### config.mk
export PLATFORM = sky130hd
export DESIGN_NAME = bdlpe_lane
export DESIGN_NICKNAME = d
export VERILOG_FILES = /design/src/sv/bdlpe_pkg.sv /design/src/sv/bdlpe_lane.sv
export SDC_FILE = /design/constraint.sdc
export NUM_CORES = 1
export LEC_CHECK = 0
export BUFFER_PORTS_ARGS = -buffer_cell sky130_fd_sc_hd__clkbuf_2
export CORE_AREA = 2 2 39 41
export CTS_BUF_LIST = sky130_fd_sc_hd__clkbuf_4
export CTS_CLUSTER_SIZE = 8
export DETAILED_ROUTE_END_ITERATION = 16
export DIE_AREA = 0 0 41 43
export GPL_TIMING_DRIVEN = 0
export PLACE_DENSITY = 0.75
export SLEW_MARGIN = 15
export SYNTH_ARGS = -nofsm -noshare
export SYNTH_HDL_FRONTEND = slang
export SYNTH_SLANG_ARGS = --single-unit
### constraint.sdc
create_clock -name clk -period 2 [get_ports clk]
set_clock_uncertainty 0.15 [all_clocks]
set_input_delay 0.6 -clock clk [delete_from_list [all_inputs] [get_ports clk]]
set_output_delay 0.6 -clock clk [all_outputs]
set_load 0.005 [all_outputs]
### src/sv/bdlpe_pkg.sv
package bdlpe_pkg;

    localparam int NUM_KEYS   = 6;
    localparam int HOLD_W     = 8;
    localparam int CFG_W      = 8;

    // Button positions within button_levels
    localparam int KEY_OFF    = 0;
    localparam int KEY_CHARGE = 1;
    localparam int KEY_UP     = 2;
    localparam int KEY_DOWN   = 3;
    localparam int KEY_CLK    = 4;
    localparam int KEY_SELECT = 5;

    localparam logic [CFG_W-1:0] DEFAULT_SAMPLE_INTERVAL  = 8'd4;
    localparam logic [CFG_W-1:0] DEFAULT_LONG_PRESS_LIMIT = 8'd20;

    typedef enum logic {
        OP_TICK = 1'b0,
        OP_POLL = 1'b1
    } op_t;

    typedef enum logic {
        REG_SAMPLE_INTERVAL  = 1'b0,
        REG_LONG_PRESS_LIMIT = 1'b1
    } reg_index_t;

    typedef enum logic [2:0] {
        EV_NONE        = 3'd0,
        EV_UP          = 3'd1,
        EV_DOWN        = 3'd2,
        EV_SELECT      = 3'd3,
        EV_BACK        = 3'd4,
        EV_OFF         = 3'd5,
        EV_SELECT_LONG = 3'd6,
        EV_CLK         = 3'd7
    } event_t;

    typedef struct packed {
        logic                op;
        logic [NUM_KEYS-1:0] button_levels;
    } in_word_t;

    typedef struct packed {
        logic [2:0] event_code;
    } out_word_t;

    typedef struct packed {
        logic              held;
        logic              press;
        logic              release_seen;
        logic [HOLD_W-1:0] hold;
    } key_status_t;

    typedef struct packed {
        logic press;
        logic release_seen;
        logic hold;
    } key_clear_t;

endpackage

### src/sv/bdlpe_lane.sv
module bdlpe_lane (
    input  logic                    clk,
    input  logic                    rst_n,
    input  logic                    sample,
    input  logic                    level,
    input  bdlpe_pkg::key_clear_t   clr,
    output bdlpe_pkg::key_status_t  status
);
    import bdlpe_pkg::*;

    logic              last_reg, last_next;
    logic              held_reg, held_next;
    logic              press_reg, press_next;
    logic              rel_reg, rel_next;
    logic [HOLD_W-1:0] hold_reg, hold_next;

    always_comb
    begin
        last_next  = last_reg;
        held_next  = held_reg;
        press_next = press_reg && !clr.press;
        rel_next   = rel_reg && !clr.release_seen;
        hold_next  = clr.hold ? '0 : hold_reg;
        if (sample)
        begin
            last_next = level;
            // act only on two equal samples in a row
            if (level == last_reg)
            begin
                if (!level)
                begin
                    held_next = 1'b1;
                    if (!held_reg)
                    begin
                        press_next = 1'b1;
                        hold_next  = HOLD_W'(1);
                    end
                    else
                    begin
                        hold_next = hold_reg + HOLD_W'(1);
                    end
                end
                else
                begin
                    held_next = 1'b0;
                    if (held_reg)
                    begin
                        rel_next = 1'b1;
                    end
                end
            end
        end
    end

    always_ff @(posedge clk or negedge rst_n)
    begin
        if (!rst_n)
        begin
            last_reg  <= 1'b0;
            held_reg  <= 1'b0;
            press_reg <= 1'b0;
            rel_reg   <= 1'b0;
            hold_reg  <= '0;
        end
        else
        begin
            last_reg  <= last_next;
            held_reg  <= held_next;
            press_reg <= press_next;
            rel_reg   <= rel_next;
            hold_reg  <= hold_next;
        end
    end

    assign status.held         = held_reg;
    assign status.press        = press_reg;
    assign status.release_seen = rel_reg;
    assign status.hold         = hold_reg;

endmodule

== After elaboration in Yosys (flattened, before gate mapping) ==
Index checks and enable logic that the tools add are counted.
Storage, ports and cells
  output and inout bits: 11
  register bits after elaboration: 12
  input bits: 7
Operators by class
  equality and inequality tests: 1
  add/sub/neg operators: 1
  reductions and logical operators: 5
  multiplexer cells: 14
Operators by type and width (number)
  $mux W8: 5
  $mux W1: 9
  $add A8 B1 Y8 const B: 1
  $logic_and A1 B1 Y1: 2
  $logic_not A1 Y1: 2
  $reduce_and A2 Y1: 1
  $eq A1 B1 Y1: 1

== Logic depth before layout (Yosys ltp) ==
  word-level depth: 6
  depth in mapped cells: 4

== Worst setup path after synthesis ==
No wires, ideal clock.
  path type: in2reg
  from: input level
  to: register hold_reg[3]
  setup time: 0.121 ns
  slack: 0.205 ns
  buffers on the path: 1
  arrival: 1.524 ns
  stages: 4
  cells stage by stage: or3b_1 buf_2 a22o_1 a22o_1
Between the ends
  cells in the longest elaborated chain, start to end: 3
  elaborated cells on any way between the ends: 4
  classes of those cells: 1 x eq/ne; 3 x mux
RTL lines
  start, declared: RTL line bdlpe_lane.sv:5  | input logic level,
  $mux W8 / $eq A1 B1 Y1 (equally long branches): RTL line bdlpe_lane.sv:30, bdlpe_lane.sv:28
  $mux W8 (*): RTL line bdlpe_lane.sv:28  | if (level == last_reg)
  $mux W8 (*): RTL line bdlpe_lane.sv:24  | if (sample)
  via hold_next[3]: RTL line bdlpe_lane.sv:15  | logic [HOLD_W-1:0] hold_reg, hold_next;
  end signal, assigned: RTL line bdlpe_lane.sv:71  | hold_reg <= hold_next;
  end, declared: RTL line bdlpe_lane.sv:15
The timed path passes the listed nets; every way through them passes the cells marked *.
A chain may end at the register's enable or synchronous reset.

== Final worst setup path ==
  from: register held_reg
  to: output status[10] (netlist name)
RTL lines
  start, declared: RTL line bdlpe_lane.sv:12  | logic held_reg, held_next;
  start signal, assigned: RTL line bdlpe_lane.sv:68  | held_reg <= held_next;
  end, declared: RTL line bdlpe_lane.sv:7  | output bdlpe_pkg::key_status_t status
No word-level cell between the ends.

==> flow_summary.yaml <==
status:
  status: "finished, final reports clean"
sta:
  fin_crit_ns: 1.760
  tns_ns: 0
  finalCritPeriodShare_pct: 87.98
  worst_slack_ns: 0.2404
  timing.fmax_mhz: 568.3
  finalHoldViolCount: 0
  worst_pin_slew_ns: 0.4052
  final-max-slew-violation-count: 0
  setup_violations: 0
  rsz0062_at_grt: "no"
  relSlewSlack_pct: 72.93
power_and_ir_drop:
  power.density_mw_per_mm2: 651.4
  switching_power_mw: 0.1381
  clock_power_share_pct: 30.7
  pwr-share-seq_pct: 54.9
  p_comb_share_pct: 14.5
  ir_worst_vdd_mv: 0.3647
  p_sw_share_pct: 27.42
  power.internal_mw: 0.3656
  p_leak_nw: 0.3946
hold_path:
  hold_path.class: "input port to asynchronous set/reset pin"
cells_and_area:
  mostFrequentLayoutCell: "clkbuf_2"
  drive_gt1_share_pct: 29.89
  largest_reg_flops: 8
  finalNonFillerCells: 103
  final_cell_mix: "clkbuf_2 (17), dfrtp_1 (12), nand3_1 (8)"
  areaGrowthSynthToFinish_pct: 20.47
  diodes: 0
  n_fill_cell: 135
  layout.nets: 96
  finalInstanceArea_um2: 773.2
global_route:
  grt_overflow: 0
  first_global_vias: 539
  grt_use_total_pct: 19.41
  grt_pass1_wl_um: 2270
  grt_max_degree: 13
  antenna_found_initial: 0
critical_path:
  worstSetupPathType: "register to output port"
  worstPathMaxFanout: 8
  cp-start-kind: "register"
  worstPathRequired_ns: 1.25
  arrival_ns: 1.01
  end_kind: "output port"
clocking:
  clockBufferDepth: 2
  cts_setup_buffers: 0
  clk_latency_ns: 0.27
  h-tree-depth: 1
  clkSlewWorstSetupHoldPaths_ns: 0.08
  cts_sinks: 12
  cts_root_buf: "clkbuf_4"
  cts_resized: 0
  cts_tree: "done"
  cts_made_buffers: 3
  ctsHoldBuffers: 0
detailed_routing:
  wire_per_inst_um: 12.36
  dr.max_layer_used: "met4"
  drtIter0Drc: 14
  vias: 560
  routed_wl_um: 1273
  wl_met3_um: 38
  dr.pass1.iters: 4
  wl_met1_um: 575
  via_per_inst: 5.437
  ant_nets: 0
  route.met2.wl_um: 620
  drc: 0
floorplan:
  ios: 18
  dieWidth_um: 41
  die_h_um: 43
  placementRows: 14
  initial_utilization_pct: 46.38
  core_mm2: 0.001384
  die_area_mm2: 0.001763
placed_design:
  place_inst: 99
  dp_hpwl_um: 949.6
  place_area_um2: 747.0
  port_buffers: 17
  gp_congestion: 0.7979
  pre_cts_ws_ns: 0.01064
yosys:
  synthCells: 66
  netlist.area_leader.share_pct: 46.78
  syn_avg_cell_area_um2: 9.725
  ys_seq_area_share_pct: 46.78
  synth_area_leader_cell: "dfrtp_1"
  synth_seq_cells: 12
  synthTopCellsByArea: "dfrtp_1 (47%), nand3_1 (6.2%), nand2_1 (4.1%)"
  syn_nets: 74
  synth-warning-count: 0
  synth_cell_types: 26
  netlist_area_um2: 641.9
flow_run:
  drv_cap: 0
-- layer usage --
layer	global-route usage, %	vias up
li1	-	287
met1	26.42	259
met2	27.50	10
met3	3.141	4
met4	12.00	0
met5	0	-
-- logic make-up (layout without fill, tap and decap cells) --
group / Yosys count / after routing / share of synthesized area, %
flip-flops: 12 / 12 / 46.78
XOR/XNOR: 1 / 1 / 1.365
AND/OR/NAND/NOR: 24 / 24 / 22.03
AO/OA/AOI/OAI: 18 / 18 / 18.91
buffers and inverters: 10 / 31 / 8.966
adder cells (fa/ha/maj): 1 / 1 / 1.949
-- synthesized netlist by cell type (all sizes together) --
master    n
o211ai    2
a31oi     4
ha        1
a32o      1
nand3     8
inv       5
dfrtp    12
and4bb    1
nand4     1
nor3b     1
o21ai     3
xnor2     1
and4      1
nand2     7
o22ai     2
nand4bb   1
a21bo     1
nor2      1
buf       5
and3      1
a22o      2
or3b      1
or4b      1
a21oi     3
-- worst paths after layout --
check | from | to | slack, ns | depth (start not counted)
setup / recovery | held_reg$_DFFE_PN0P_ | status[10] | 0.24 | 2
hold reg to reg | hold_reg[5]$_DFF_PN0_ | hold_reg[5]$_DFF_PN0_ | 0.38 | 1
setup reg to reg | last_reg$_DFFE_PN0P_ | hold_reg[3]$_DFF_PN0_ | 0.35 | 4
min in group clk | clr[1] | rel_reg$_DFF_PN0_ | 0.35 | 2
max in group asynchronous | rst_n | press_reg$_DFF_PN0_ | 1.42 | 1
hold / removal | rst_n | hold_reg[2]$_DFF_PN0_ | 0.05 | 1
-- power groups by stage --
| stage | registers, mW | logic (mW) | clock network, mW |
|---|---|---|---|
| floorplan | 0.277 | 0.0433 | 0 |
| global placement | 0.281 | 0.0720 | 0 |
| detailed placement | 0.281 | 0.0742 | 0 |
| CTS | 0.276 | 0.0744 | 0.158 |
| global route | 0.280 | 0.0849 | 0.171 |
| finish | 0.276 | 0.0728 | 0.155 |
-- metrics by stage --
| stage | hold slack, ns | utilization, % | power (mW) |
|---|---|---|---|
| 2_1_floorplan | 0.1544 | - | 0.3201 |
| 3_3_place_gp | 0.3508 | 53.98 | 0.3526 |
| 3_5_place_dp | 0.3563 | 53.98 | 0.3552 |
| 4_1_cts | 0.06067 | 55.88 | 0.5084 |
| 5_1_grt | 0.05764 | 55.88 | 0.5358 |
| 6_report | 0.04734 | 55.88 | 0.5037 |
-- final cells by class --
cell class / instances / area [um2] / area share (%)
Inverter: 5 / 18.77 / 2.427
Buffer: 5 / 38.79 / 5.016
Tap cell: 16 / 20.02 / 2.589
Clock buffer: 3 / 22.52 / 2.913
Sequential cell: 12 / 300.3 / 38.83
Timing Repair Buffer: 17 / 85.08 / 11.00
Multi-Input combinational cell: 44 / 284.0 / 36.73
Clock inverter: 1 / 3.754 / 0.4854
-- critical path, stage by stage, from the launching register on --
cell and delay [ns]:
dfrtp_1 0.47, buf_4 0.17, clkbuf_2 0.11
No activity file was read; power rests on OpenSTA's default activity.
