--- config.mk ---
export PLATFORM = sky130hd
export DESIGN_NAME = bdlpe_merge
export DESIGN_NICKNAME = d
export VERILOG_FILES = /design/src/sv/bdlpe_pkg.sv /design/src/sv/bdlpe_merge.sv
export SDC_FILE = /design/constraint.sdc
export NUM_CORES = 1
export LEC_CHECK = 0
export BUFFER_PORTS_ARGS = -buffer_cell sky130_fd_sc_hd__buf_2
export CAP_MARGIN = 30
export CORE_MARGIN = 2
export CORE_UTILIZATION = 33
export DETAILED_ROUTE_END_ITERATION = 16
export GPL_TIMING_DRIVEN = 0
export PLACE_DENSITY = 0.88
export SYNTH_ARGS = -nofsm -noshare
export SYNTH_HDL_FRONTEND = slang
export SYNTH_SLANG_ARGS = --single-unit
--- constraint.sdc ---
create_clock -name vclk -period 6.1
set_clock_uncertainty 0.1 [all_clocks]
set_input_delay 1.22 -clock vclk [all_inputs]
set_output_delay 1.22 -clock vclk [all_outputs]
set_load 0.01 [all_outputs]
--- src/sv/bdlpe_pkg.sv ---
package bdlpe_pkg;

    localparam int NUM_KEYS   = 6;
    localparam int HOLD_W     = 8;
    localparam int CFG_W      = 8;

    // Button positions within button_levels
    localparam int KEY_OFF    = 0;
    localparam int KEY_CHARGE = 1;
    localparam int KEY_UP     = 2;
    localparam int KEY_DOWN   = 3;
    localparam int KEY_CLK    = 4;
    localparam int KEY_SELECT = 5;

    localparam logic [CFG_W-1:0] DEFAULT_SAMPLE_INTERVAL  = 8'd4;
    localparam logic [CFG_W-1:0] DEFAULT_LONG_PRESS_LIMIT = 8'd20;

    typedef enum logic {
        OP_TICK = 1'b0,
        OP_POLL = 1'b1
    } op_t;

    typedef enum logic {
        REG_SAMPLE_INTERVAL  = 1'b0,
        REG_LONG_PRESS_LIMIT = 1'b1
    } reg_index_t;

    typedef enum logic [2:0] {
        EV_NONE        = 3'd0,
        EV_UP          = 3'd1,
        EV_DOWN        = 3'd2,
        EV_SELECT      = 3'd3,
        EV_BACK        = 3'd4,
        EV_OFF         = 3'd5,
        EV_SELECT_LONG = 3'd6,
        EV_CLK         = 3'd7
    } event_t;

    typedef struct packed {
        logic                op;
        logic [NUM_KEYS-1:0] button_levels;
    } in_word_t;

    typedef struct packed {
        logic [2:0] event_code;
    } out_word_t;

    typedef struct packed {
        logic              held;
        logic              press;
        logic              release_seen;
        logic [HOLD_W-1:0] hold;
    } key_status_t;

    typedef struct packed {
        logic press;
        logic release_seen;
        logic hold;
    } key_clear_t;

endpackage

--- src/sv/bdlpe_merge.sv ---
module bdlpe_merge (
    input  logic                              poll,
    input  logic [bdlpe_pkg::CFG_W-1:0]       limit,
    input  bdlpe_pkg::key_status_t            status [bdlpe_pkg::NUM_KEYS],
    output bdlpe_pkg::key_clear_t             clr    [bdlpe_pkg::NUM_KEYS],
    output bdlpe_pkg::event_t                 event_code
);
    import bdlpe_pkg::*;

    always_comb
    begin
        for (int i = 0; i < NUM_KEYS; i++)
        begin
            clr[i] = '0;
        end
        event_code = EV_NONE;
        if (poll)
        begin
            priority if (status[KEY_UP].release_seen)
            begin
                event_code                   = EV_UP;
                clr[KEY_UP].release_seen     = 1'b1;
            end
            else if (status[KEY_DOWN].release_seen)
            begin
                event_code                   = EV_DOWN;
                clr[KEY_DOWN].release_seen   = 1'b1;
            end
            else if (status[KEY_SELECT].press && status[KEY_SELECT].hold < limit
                     && status[KEY_SELECT].release_seen)
            begin
                event_code                   = EV_SELECT;
                clr[KEY_SELECT]              = '1;
            end
            else if (status[KEY_SELECT].release_seen)
            begin
                // drop a select release that was consumed by a long press
                clr[KEY_SELECT].release_seen = 1'b1;
            end
            else if (status[KEY_OFF].release_seen && status[KEY_OFF].hold < limit)
            begin
                event_code                   = EV_BACK;
                clr[KEY_OFF].release_seen    = 1'b1;
            end
            else if (status[KEY_OFF].held && status[KEY_OFF].hold > limit)
            begin
                event_code                   = EV_OFF;
                clr[KEY_OFF].hold            = 1'b1;
            end
            else if (status[KEY_SELECT].held && status[KEY_SELECT].hold > limit)
            begin
                event_code                   = EV_SELECT_LONG;
                clr[KEY_SELECT]              = '1;
            end
            else if (status[KEY_CLK].release_seen)
            begin
                event_code                   = EV_CLK;
                clr[KEY_CLK].release_seen    = 1'b1;
            end
            else
            begin
                event_code                   = EV_NONE;
            end
        end
    end

endmodule

; Yosys cells after proc, flatten, opt, wreduce, memory -nomap -nowiden
; Index checks and enable logic that the tools add are counted.
[op_classes]
n_lt_le_gt_ge = 4
n_mul = 0
div_mod_pow = 0
shifts = 0
n_eq_ne = 0
n_reduce_logical = 5
bitwise_logic = 0
add_sub_neg = 0
muxes = 41
[ops]
columns = op, n
row1 = 3-bit two-way mux, 16
row2 = 1-bit two-way mux, 20
row3 = 8-bit greater-than comparator, 2
row4 = 8-bit < comparator, 2
row5 = 2-bit two-way mux, 5
row6 = 1-bit logical AND, 5
[totals]
reg_bits = 0
romBits = 0
ram_bits = 0
latchBits = 0
wordCells = 50
memories = 0
out_inout_bits = 21

; Logic depth before layout (Yosys ltp)
; Gate-level depths: netlist of run 1.
[depth]
depth_word = 10
ltp_mapped = 10
depth_no_buf = 8

; Worst setup path before layout of run 1
; Ideal clock, no wire load.
[synth_path]
kind = input-to-output
startpoint = in limit[1] (netlist bit)
endpoint = out clr[2] (netlist bit)
slack_ns = 1.942
t_arrival_ns = 2.838
required_ns = 4.780
cell_stages = 10
cell_sequence = inv_1 ha_1 nor2b_1 o211ai_2 a21oi_2 or4b_1 buf_2 nand4_1 a21oi_1 buf_4
[synth_lines]
columns = element, line_no
row1 = start: declaration, bdlpe_merge.sv:3  ; input logic [bdlpe_pkg::CFG_W-1:0] limit,
row2 = end: declaration, bdlpe_merge.sv:5  ; output bdlpe_pkg::key_clear_t clr [bdlpe_pkg::NUM_KEYS],

==> out/qor.json, run 1 <==
{
  "worst_setup_path": {
    "worstSetupPathType": "in -> out",
    "path_buf_inv": 5,
    "critical-path-top-cell-by-count": "buf_2",
    "timing.critical_path.to_type": "output port",
    "setup.worst_path.start": "limit[1]",
    "critical-path-top-delay-family": "simple AND/OR/NAND/NOR gates",
    "slowest_delay_ns": 0.48,
    "data_arrival_critical_path_ns": 3.10,
    "cpMaxStageDelayCell": "or4b_1",
    "worstSetupEndpoint": "clr[2]",
    "crit_path_cell_trace": "buf_2 -> inv_1 -> ha_1 -> nor2b_1 -> o211ai_2 -> a21oi_2 -> or4b_1 -> buf_2 -> nand4_1 -> a21oi_1 -> buf_4 -> buf_2",
    "critical_path_peak_fanout": 6,
    "critical_path_cell_count": 12,
    "worstPathRequired_ns": 4.78,
    "critPathLaunchType": "input pin"
  },
  "yosys": {
    "synthCells": 87,
    "cell_area_after_technology_mapping_um2": 633,
    "ys_seq_area_frac": 0,
    "ys_types": 29,
    "syn-mean-instance-area_um2": 7.28,
    "yosys_warnings": 0
  },
  "final_layout": {
    "final_core_util": 0.521,
    "area_taken_by_multi_input_logic_gates_um2": 542,
    "clkbuf_count": 0,
    "final_cells": 165,
    "areaGrowthSynthToFinish_pct": 45.1,
    "n_antenna_cell": 0,
    "final_nets": 233,
    "most-common-layout-cells": "buf_2 (45), ha_1 (16), buf_4 (11), inv_1 (10), conb_1 (10)",
    "fillers": 183,
    "post_route_cells_drive_above_1_share": 0.429,
    "fin_area_um2": 918,
    "ff_latch_area_um2": 0,
    "seq_cells": 0,
    "layout_commonest_cell": "buf_2"
  },
  "clocking": {
    "post-cts-setup-buffer-count": 0,
    "cts_resized": 0,
    "holdBufCountCts": 0
  },
  "worst_hold_path": {
    "holdCritPathClass": "in -> out"
  },
  "drt": {
    "drt-initial-drc-count": 7,
    "drt_drc_violations_left": 0,
    "totalWireLength_um": 1600,
    "drt_first_pass_iters": 4,
    "antenna_violating_nets_post_route": 0,
    "route.detailed.wl_per_inst_um": 9.71,
    "routed_via_density": 4.48,
    "vias": 740
  },
  "placement": {
    "dp_hpwl_um": 1510,
    "dp.cells": 165,
    "dpl_worst_slack_ns": 1.68,
    "globalplace.congestion": 0.811,
    "portBuffers": 44,
    "dpl-instance-area_um2": 918
  },
  "floorplan": {
    "core.rowCount": 15,
    "initial_utilization": 0.359,
    "core-area_um2": 1760,
    "chipHeight_um": 47.8,
    "ioPinCount": 96,
    "chipWidth_um": 47.8,
    "dieArea_um2": 2280
  },
  "sta": {
    "finalMaxSlewViolations": 0,
    "setup_repair_after_global_routing_missed_its_margin": "false",
    "layout_worst_path_cycle_share": 0.725,
    "finalHoldWorstSlack_ns": 2.66,
    "total_negative_slack_ns": 0,
    "max_clock_freq_ghz": 0.226,
    "final.min_clock_period_ns": 4.42,
    "post-route-worst-setup-slack_ns": 1.68,
    "finalSetupViolations": 0,
    "timing_hold_violations_final": 0
  },
  "global_route": {
    "groute.usage.overall": 0.135,
    "grt_antenna_before_repair": 0,
    "largest_net_degree_at_the_start_of_global_routing": 8,
    "grt_pass1_wl_um": 2340,
    "number_of_global_route_vias_before_repair": 630,
    "gr-total-overflow": 0
  },
  "pwr": {
    "power.total_mw": 0.0584,
    "total_leakage_power_nw": 0.540,
    "power-per-cell-area_nw_per_um2": 63.6,
    "vdd.ir_drop.worst_mv": 0.0276
  },
  "job": {
    "maxCapViolations": 0
  },
  "run_status": {
    "status": "completed"
  }
}
Yosys cell counts:
library cell,instances,area (um2)
ha_1,16,200
buf_4,11,82.6
inv_1,10,37.5
a21oi_1,7,35.0
nor2_1,7,26.3
nand4_1,5,31.3
a31oi_1,3,18.8
nor2b_1,3,18.8
and2_1,2,12.5
nand2b_1,2,12.5
nand3_1,2,10.0
o21ai_0,2,10.0
a211oi_1,1,7.51
a21boi_1,1,7.51
a21oi_2,1,8.76
buf_2,1,5.00
conb_1,1,3.75
nand2_1,1,3.75
nand3b_1,1,7.51
nor3b_1,1,7.51
nor4b_1,1,8.76
o2111ai_1,1,8.76
o211ai_1,1,7.51
o211ai_2,1,12.5
o21a_1,1,7.51
o221a_2,1,11.3
o31ai_1,1,7.51
o31ai_2,1,12.5
or4b_1,1,10.0
worst min-delay path by stage:
stage | from | to | depth (start not counted)
after floorplan | poll | event_code[0] | 2
after global placement | poll | clr[10] | 3
after detailed placement | poll | clr[10] | 3
after CTS | poll | clr[10] | 3
after global routing | poll | event_code[0] | 4
final | poll | clr[10] | 3
cell families (layout without fill, tap and decap cells):
logic type,Yosys count,after routing,share of synthesized area
other,1,10,0.00592
adder cells (fa/ha/maj),16,16,0.316
AO/OA/AOI/OAI,22,22,0.245
buffers and inverters,22,66,0.198
AND/OR/NAND/NOR,26,26,0.235
layout make-up:
cell class                 count  area share
timing repair buffer          44       0.240
tap                           25      0.0341
buffer                        12      0.0954
multi-input combinational     74       0.590
inverter                      10      0.0409
where the power goes:
| group | internal, mW | switching, mW |
|---|---|---|
| clock | 0 | 0 |
| combinational | 0.0289 | 0.0295 |
| sequential | 0 | 0 |
| total | 0.0289 | 0.0295 |
per-layer routing:
layer	vias up	track usage	part of all wire
li1	404	-	-
met1	303	0.171	0.42
met5	-	0	0
met3	0	0.0189	0.094
met2	33	0.248	0.48
met4	0	0.0162	0
Power figures use the tool's default switching activity.
==> run 2: changes to the inputs <==
--- a/config.mk
+++ b/config.mk
@@ -8,10 +8,10 @@
 export BUFFER_PORTS_ARGS = -buffer_cell sky130_fd_sc_hd__buf_2
 export CAP_MARGIN = 30
 export CORE_MARGIN = 2
-export CORE_UTILIZATION = 33
+export CORE_UTILIZATION = 28
 export DETAILED_ROUTE_END_ITERATION = 16
 export GPL_TIMING_DRIVEN = 0
-export PLACE_DENSITY = 0.88
+export PLACE_DENSITY = 0.79
 export SYNTH_ARGS = -nofsm -noshare
 export SYNTH_HDL_FRONTEND = slang
 export SYNTH_SLANG_ARGS = --single-unit
==> constraint.sdc (replaced) <==
create_clock -name vclk -period 3.7
set_clock_uncertainty 0.1 [all_clocks]
set_input_delay 0.74 -clock vclk [all_inputs]
set_output_delay 0.74 -clock vclk [all_outputs]
set_load 0.01 [all_outputs]
==> run 2 against run 1 <==
  * Non-clock buffer count is the same
  * Sequential share of layout area is the same
  * Total power grew 65%
  * Utilization shrank 9.6 points
  * Sequential cell count is the same
  * Wire length is the same
  * Die area grew 16%
  * Setup slack lost 1.4 ns
  * Clock-buffer cell count is the same
  * Combinational power grew 65%
  * Largest power group unchanged
  * Worst hold slack lost 0.96 ns
  * Critical path type unchanged
  * Largest cell class unchanged
  * First-iteration DRC count shrank 14%
==> out/qor.json, run 2 (same netlist as run 1, synthesis figures left out) <==
{
  "pwr": {
    "power-per-cell-area": {"value": 104, "unit": "nW/um2", "change": "was 63.6 nW/um2"},
    "seq_power_share": {"value": 0, "change": "about the same"},
    "power.total": {"value": 0.0963, "unit": "mW", "change": "was 0.0584 mW"},
    "combinationalPowerShare": {"value": 1.000, "change": "about the same"},
    "power.switching_fraction": {"value": 0.505, "change": "about the same"},
    "total_leakage_power": {"value": 0.540, "unit": "nW", "change": "unchanged"},
    "p_clk_frac": {"value": 0, "change": "about the same"},
    "netSwitchingPower": {"value": 0.0486, "unit": "mW", "change": "was 0.0295 mW"},
    "vdd.ir_drop.worst": {"value": 0.0417, "unit": "mV", "change": "was 0.0276 mV"},
    "intPower": {"value": 0.0476, "unit": "mW", "change": "was 0.0289 mW"}
  },
  "sta": {
    "post-route-worst-setup-slack": {"value": 0.271, "unit": "ns", "change": "was 1.68 ns"},
    "max_slew.worst_pin.slew_ns": 0.494,
    "total_negative_slack": {"value": 0, "unit": "ns", "change": "unchanged"},
    "slew_headroom": 0.669,
    "timing_hold_violations_final": {"value": 0, "change": "unchanged"},
    "final.min_clock_period_ns": 3.43,
    "setup_repair_after_global_routing_missed_its_margin": {"value": "false", "change": "unchanged"},
    "max_clock_freq_ghz": 0.292,
    "finalMaxSlewViolations": {"value": 0, "change": "unchanged"},
    "layout_worst_path_cycle_share": 0.927,
    "finalSetupViolations": {"value": 0, "change": "unchanged"}
  },
  "final_layout": {
    "areaGrowthSynthToFinish": {"value": 45.7, "unit": "%", "change": "was 45.1%"},
    "most-common-layout-cells": {"value": "buf_2 (45), ha_1 (16), buf_4 (11), inv_1 (10), conb_1 (10)", "change": "unchanged"},
    "clkbuf_count": {"value": 0, "change": "unchanged"},
    "final_nets": {"value": 233, "change": "unchanged"},
    "post_route_cells_drive_above_1_share": {"value": 0.429, "change": "unchanged"},
    "seq_cells": {"value": 0, "change": "unchanged"},
    "ff_latch_area": {"value": 0, "unit": "um2", "change": "unchanged"},
    "n_antenna_cell": {"value": 0, "change": "unchanged"},
    "fin_area": {"value": 922, "unit": "um2", "change": "was 918 um2"},
    "layout_commonest_cell": {"value": "buf_2", "change": "unchanged"}
  },
  "floorplan": {
    "dieArea": {"value": 2660, "unit": "um2", "change": "was 2280 um2"},
    "ioPinCount": {"value": 96, "change": "unchanged"},
    "core.rowCount": {"value": 17, "change": "was 15"},
    "initial_utilization": {"value": 0.292, "change": "was 0.359"},
    "chipHeight": {"value": 51.6, "unit": "um", "change": "was 47.8 um"},
    "chipWidth": {"value": 51.6, "unit": "um", "change": "was 47.8 um"},
    "core-area": {"value": 2170, "unit": "um2", "change": "was 1760 um2"}
  },
  "drt": {
    "antenna_violating_nets_post_route": {"value": 0, "change": "unchanged"},
    "drt_drc_violations_left": {"value": 0, "change": "unchanged"},
    "totalWireLength": {"value": 1600, "unit": "um", "change": "unchanged"},
    "vias": {"value": 743, "change": "was 740"},
    "route.detailed.wl_per_inst": {"value": 9.54, "unit": "um", "change": "was 9.71 um"},
    "drt_first_pass_iters": {"value": 4, "change": "unchanged"},
    "drt-initial-drc-count": {"value": 6, "change": "was 7"},
    "routed_via_density": {"value": 4.42, "change": "was 4.48"}
  },
  "worst_hold_path": {
    "holdCritPathClass": {"value": "in -> out", "change": "unchanged"}
  },
  "global_route": {
    "grt_antenna_before_repair": {"value": 0, "change": "unchanged"},
    "number_of_global_route_vias_before_repair": {"value": 597, "change": "was 630"},
    "groute.usage.overall": {"value": 0.108, "change": "was 0.135"},
    "largest_net_degree_at_the_start_of_global_routing": {"value": 8, "change": "unchanged"},
    "gr-total-overflow": {"value": 0, "change": "unchanged"},
    "grt_pass1_wl": {"value": 2340, "unit": "um", "change": "unchanged"}
  },
  "clocking": {
    "holdBufCountCts": {"value": 0, "change": "unchanged"},
    "post-cts-setup-buffer-count": {"value": 0, "change": "unchanged"},
    "cts_resized": {"value": 0, "change": "unchanged"}
  },
  "placement": {
    "portBuffers": {"value": 44, "change": "unchanged"},
    "dp_hpwl": {"value": 1490, "unit": "um", "change": "was 1510 um"},
    "globalplace.congestion": {"value": 0.721, "change": "was 0.811"},
    "dpl_worst_slack": {"value": 0.281, "unit": "ns", "change": "was 1.68 ns"},
    "dpl-instance-area": {"value": 922, "unit": "um2", "change": "was 918 um2"}
  },
  "worst_setup_path": {
    "worstSetupPathType": {"value": "in -> out", "change": "unchanged"},
    "setup.worst_path.start": {"value": "limit[1]", "change": "unchanged"},
    "critPathLaunchType": {"value": "input pin", "change": "unchanged"},
    "worstPathRequired": {"value": 2.86, "unit": "ns", "change": "was 4.78 ns"},
    "critical_path_peak_fanout": {"value": 6, "change": "unchanged"},
    "data_arrival_critical_path": {"value": 2.59, "unit": "ns", "change": "was 3.10 ns"},
    "timing.critical_path.to_type": {"value": "output port", "change": "unchanged"},
    "worstSetupEndpoint": {"value": "clr[2]", "change": "unchanged"}
  },
  "job": {
    "maxCapViolations": {"value": 0, "change": "unchanged"}
  },
  "run_status": {
    "status": {"value": "completed", "change": "unchanged"}
  }
}
## run 2: cell counts in the layout (fill, tap and decap cells not counted)
No cell type changed its count.
## run 2: worst min-delay path by stage
stage | slack, ns | end | startpoint | cells past startpoint
after global placement | 1.70 | clr[10] | poll | 3
after floorplan | 1.48 | event_code[0] | poll | 2
after global routing | 1.73 | clr[10] | poll | 3
final | 1.70 | clr[10] | poll | 3
after detailed placement | 1.70 | clr[10] | poll | 3
after CTS | 1.71 | clr[10] | poll | 3
## run 2: power groups by stage
stage               sequential, mW  combinational [mW]  clock (mW)
floorplan                        0              0.0626           0
global placement                 0              0.0923           0
detailed placement               0              0.0961           0
CTS                              0              0.0966           0
global route                     0               0.109           0
finish                           0              0.0963           0
## run 2: stage by stage
| step | hold slack, ns | util | cells |
|---|---|---|---|
| after floorplan | 1.48 | - | 96 |
| after global placement | 1.70 | 0.425 | 168 |
| after detailed placement | 1.70 | 0.425 | 168 |
| after CTS | 1.71 | 0.425 | 168 |
| after global routing | 1.73 | 0.425 | 168 |
| final | 1.70 | 0.425 | 168 |
## run 2: worst max-delay path, stage by stage
cell      delay (ns)
buf_2           0.08
inv_1           0.05
ha_1            0.30
nor2b_1         0.14
o211ai_2        0.14
a21oi_2         0.08
or4b_1          0.47
buf_2           0.17
nand4_1         0.08
a21oi_1         0.08
buf_4           0.13
buf_2           0.12
## run 2: layer usage
metal	global-route usage	up-vias	wire, um
met1	0.137	312	687
met2	0.214	28	795
met4	0	0	0
met5	0	-	0
li1	-	403	-
met3	0.00287	0	119
## run 2: area by class of cell
type	count	area [um2]
Buffer	12	87.6
Fill cell	240	1250
Inverter	10	37.5
Multi-Input combinational cell	74	542
Tap cell	28	35.0
Timing Repair Buffer	44	220
==> run 3: changes to the inputs <==
==> config.mk (replaced) <==
export PLATFORM = sky130hd
export DESIGN_NAME = bdlpe_merge
export DESIGN_NICKNAME = d
export VERILOG_FILES = /design/src/sv/bdlpe_pkg.sv /design/src/sv/bdlpe_merge.sv
export SDC_FILE = /design/constraint.sdc
export NUM_CORES = 1
export LEC_CHECK = 0
export BUFFER_PORTS_ARGS = -buffer_cell sky130_fd_sc_hd__buf_4
export CAP_MARGIN = 30
export CORE_MARGIN = 2
export CORE_UTILIZATION = 23
export DETAILED_ROUTE_END_ITERATION = 16
export GPL_TIMING_DRIVEN = 0
export PLACE_DENSITY = 0.67
export SYNTH_ARGS = -nofsm -noshare
export SYNTH_HDL_FRONTEND = slang
export SYNTH_SLANG_ARGS = --single-unit
==> run 3 against run 2 <==
  * Cell area up 12%
  * Clock-buffer cell count unchanged
  * First-iteration DRC count up 83%
  * Sequential cell count did not move
  * Worst hold slack lost 0.013 ns
  * Critical endpoint unchanged
  * Largest cell class unchanged
==> out/qor.json, run 3 (same netlist as run 1, synthesis figures left out) <==
{
  "drt": {
    "totalWireLength": {"value": 1740, "unit": "um", "change": "was 1600 um"},
    "drt-initial-drc-count": {"value": 11, "change": "was 6"},
    "route.detailed.wl_per_inst": {"value": 10.2, "unit": "um", "change": "was 9.54 um"},
    "vias": {"value": 765, "change": "was 743"},
    "antenna_violating_nets_post_route": {"value": 0, "change": "unchanged"},
    "drt_first_pass_iters": {"value": 4, "change": "unchanged"},
    "routed_via_density": {"value": 4.47, "change": "was 4.42"},
    "drt_drc_violations_left": {"value": 0, "change": "unchanged"}
  },
  "worst_setup_path": {
    "worstPathRequired": {"value": 2.86, "unit": "ns", "change": "about the same"},
    "timing.critical_path.to_type": {"value": "output port", "change": "unchanged"},
    "worstSetupPathType": {"value": "in -> out", "change": "unchanged"},
    "data_arrival_critical_path": {"value": 2.66, "unit": "ns", "change": "was 2.59 ns"},
    "critPathLaunchType": {"value": "input pin", "change": "unchanged"},
    "critical_path_peak_fanout": {"value": 6, "change": "unchanged"}
  },
  "pwr": {
    "p_clk_frac": {"value": 0, "change": "about the same"},
    "intPower": {"value": 0.0593, "unit": "mW", "change": "was 0.0476 mW"},
    "power-per-cell-area": {"value": 105, "unit": "nW/um2", "change": "was 104 nW/um2"},
    "netSwitchingPower": {"value": 0.0495, "unit": "mW", "change": "was 0.0486 mW"},
    "combinationalPowerShare": {"value": 1.000, "change": "about the same"},
    "vdd.ir_drop.worst": {"value": 0.0414, "unit": "mV", "change": "was 0.0417 mV"},
    "power.switching_fraction": {"value": 0.455, "change": "was 0.505"},
    "total_leakage_power": {"value": 0.570, "unit": "nW", "change": "was 0.540 nW"},
    "seq_power_share": {"value": 0, "change": "about the same"}
  },
  "worst_hold_path": {
    "whs_endpoint": {"value": "clr[10]", "change": "unchanged"},
    "min_path_cells": {"value": 3, "change": "unchanged"},
    "min-delay-start": {"value": "poll", "change": "unchanged"},
    "holdCritPathClass": {"value": "in -> out", "change": "unchanged"}
  },
  "final_layout": {
    "post_route_cells_drive_above_1_share": {"value": 0.429, "change": "unchanged"},
    "seq_cells": {"value": 0, "change": "unchanged"},
    "layout_commonest_cell": {"value": "buf_4", "change": "was buf_2"},
    "areaGrowthSynthToFinish": {"value": 63.6, "unit": "%", "change": "was 45.7%"},
    "area_taken_by_multi_input_logic_gates": {"value": 542, "unit": "um2", "change": "unchanged"},
    "fillers": {"value": 291, "change": "was 240"},
    "final_nets": {"value": 233, "change": "unchanged"},
    "final_cells": {"value": 171, "change": "was 168"},
    "clkbuf_count": {"value": 0, "change": "unchanged"},
    "most-common-layout-cells": {"value": "buf_4 (55), ha_1 (16), inv_1 (10), conb_1 (10)", "change": "was buf_2 (45), ha_1 (16), buf_4 (11), inv_1 (10), conb_1 (10)"},
    "ff_latch_area": {"value": 0, "unit": "um2", "change": "unchanged"},
    "n_antenna_cell": {"value": 0, "change": "unchanged"}
  },
  "sta": {
    "setup_repair_after_global_routing_missed_its_margin": {"value": "false", "change": "unchanged"},
    "total_negative_slack": {"value": 0, "unit": "ns", "change": "unchanged"},
    "slew_headroom": {"value": 0.653, "change": "was 0.669"},
    "final.min_clock_period": {"value": 3.50, "unit": "ns", "change": "was 3.43 ns"},
    "timing_hold_violations_final": {"value": 0, "change": "unchanged"},
    "finalSetupViolations": {"value": 0, "change": "unchanged"},
    "max_clock_freq": {"value": 0.286, "unit": "GHz", "change": "was 0.292 GHz"},
    "finalHoldWorstSlack": {"value": 1.69, "unit": "ns", "change": "was 1.70 ns"},
    "max_slew.worst_pin.slew": {"value": 0.518, "unit": "ns", "change": "was 0.494 ns"},
    "layout_worst_path_cycle_share": {"value": 0.946, "change": "was 0.927"},
    "finalMaxSlewViolations": {"value": 0, "change": "unchanged"}
  },
  "global_route": {
    "gr-total-overflow": {"value": 0, "change": "unchanged"},
    "grt_pass1_wl": {"value": 2860, "unit": "um", "change": "was 2340 um"},
    "groute.usage.overall": {"value": 0.106, "change": "was 0.108"},
    "grt_antenna_before_repair": {"value": 0, "change": "unchanged"},
    "largest_net_degree_at_the_start_of_global_routing": {"value": 8, "change": "unchanged"},
    "number_of_global_route_vias_before_repair": {"value": 724, "change": "was 597"}
  },
  "placement": {
    "portBuffers": {"value": 44, "change": "unchanged"},
    "globalplace.congestion": {"value": 0.766, "change": "was 0.721"},
    "dp_hpwl": {"value": 1630, "unit": "um", "change": "was 1490 um"},
    "dp.cells": {"value": 171, "change": "was 168"}
  },
  "clocking": {
    "cts_resized": {"value": 0, "change": "unchanged"},
    "post-cts-setup-buffer-count": {"value": 0, "change": "unchanged"},
    "holdBufCountCts": {"value": 0, "change": "unchanged"}
  },
  "floorplan": {
    "dieArea": {"value": 3190, "unit": "um2", "change": "was 2660 um2"},
    "chipWidth": {"value": 56.5, "unit": "um", "change": "was 51.6 um"},
    "ioPinCount": {"value": 96, "change": "unchanged"},
    "core-area": {"value": 2690, "unit": "um2", "change": "was 2170 um2"},
    "chipHeight": {"value": 56.5, "unit": "um", "change": "was 51.6 um"},
    "core.rowCount": {"value": 19, "change": "was 17"},
    "initial_utilization": {"value": 0.236, "change": "was 0.292"}
  },
  "run_status": {
    "status": {"value": "completed", "change": "unchanged"}
  },
  "job": {
    "maxCapViolations": {"value": 0, "change": "unchanged"}
  }
}
==> run 3: cell counts in the layout (fill, tap and decap cells not counted) <==
No cell type changed its count.
==> run 3: through the flow <==
stage	utilization	power [mW]	area, um2	setup WS, ns
after global routing	0.386	0.123	1040	0.0919
after global placement	0.386	0.105	1040	0.260
final	0.386	0.109	1040	0.200
after detailed placement	0.386	0.109	1040	0.192
after CTS	0.386	0.109	1040	0.194
after floorplan	-	0.0626	667	0.502
==> run 3: power by group through the flow <==
stage / Sequential [mW] / Combinational, mW / Clock (mW)
after floorplan: 0 / 0.0626 / 0
after global placement: 0 / 0.105 / 0
after detailed placement: 0 / 0.109 / 0
after CTS: 0 / 0.109 / 0
after global routing: 0 / 0.123 / 0
final: 0 / 0.109 / 0
==> run 3: worst max-delay path: stages <==
cell and delay, ns:
buf_4 0.10, inv_1 0.08, ha_1 0.25, nor2b_1 0.15, o211ai_2 0.15, a21oi_2 0.08, or4b_1 0.49, buf_2 0.18
nand4_1 0.08, a21oi_1 0.09, buf_4 0.13, buf_4 0.13
==> run 3: worst max path at each step <==
stage | start | endpoint | slack, ns | cells past startpoint
floorplan | limit[1] | clr[2] | 0.50 | 10
global placement | limit[1] | clr[2] | 0.26 | 12
detailed placement | limit[1] | clr[2] | 0.19 | 12
CTS | limit[1] | clr[2] | 0.19 | 12
global route | limit[5] | clr[2] | 0.09 | 10
finish | limit[1] | clr[2] | 0.20 | 12
==> run 3: layout make-up <==
type / instances / area share
Buffer: 12 / 0.0845
Multi-Input combinational cell: 74 / 0.523
Inverter: 10 / 0.0362
Tap cell: 31 / 0.0374
Timing Repair Buffer: 44 / 0.319
==> run 3: layer usage <==
metal,global-route usage,share of wire,up-vias
met1,0.133,0.42,327
met2,0.204,0.49,32
met4,0,0,0
met5,0,0,-
li1,-,-,406
met3,0.0115,0.088,0
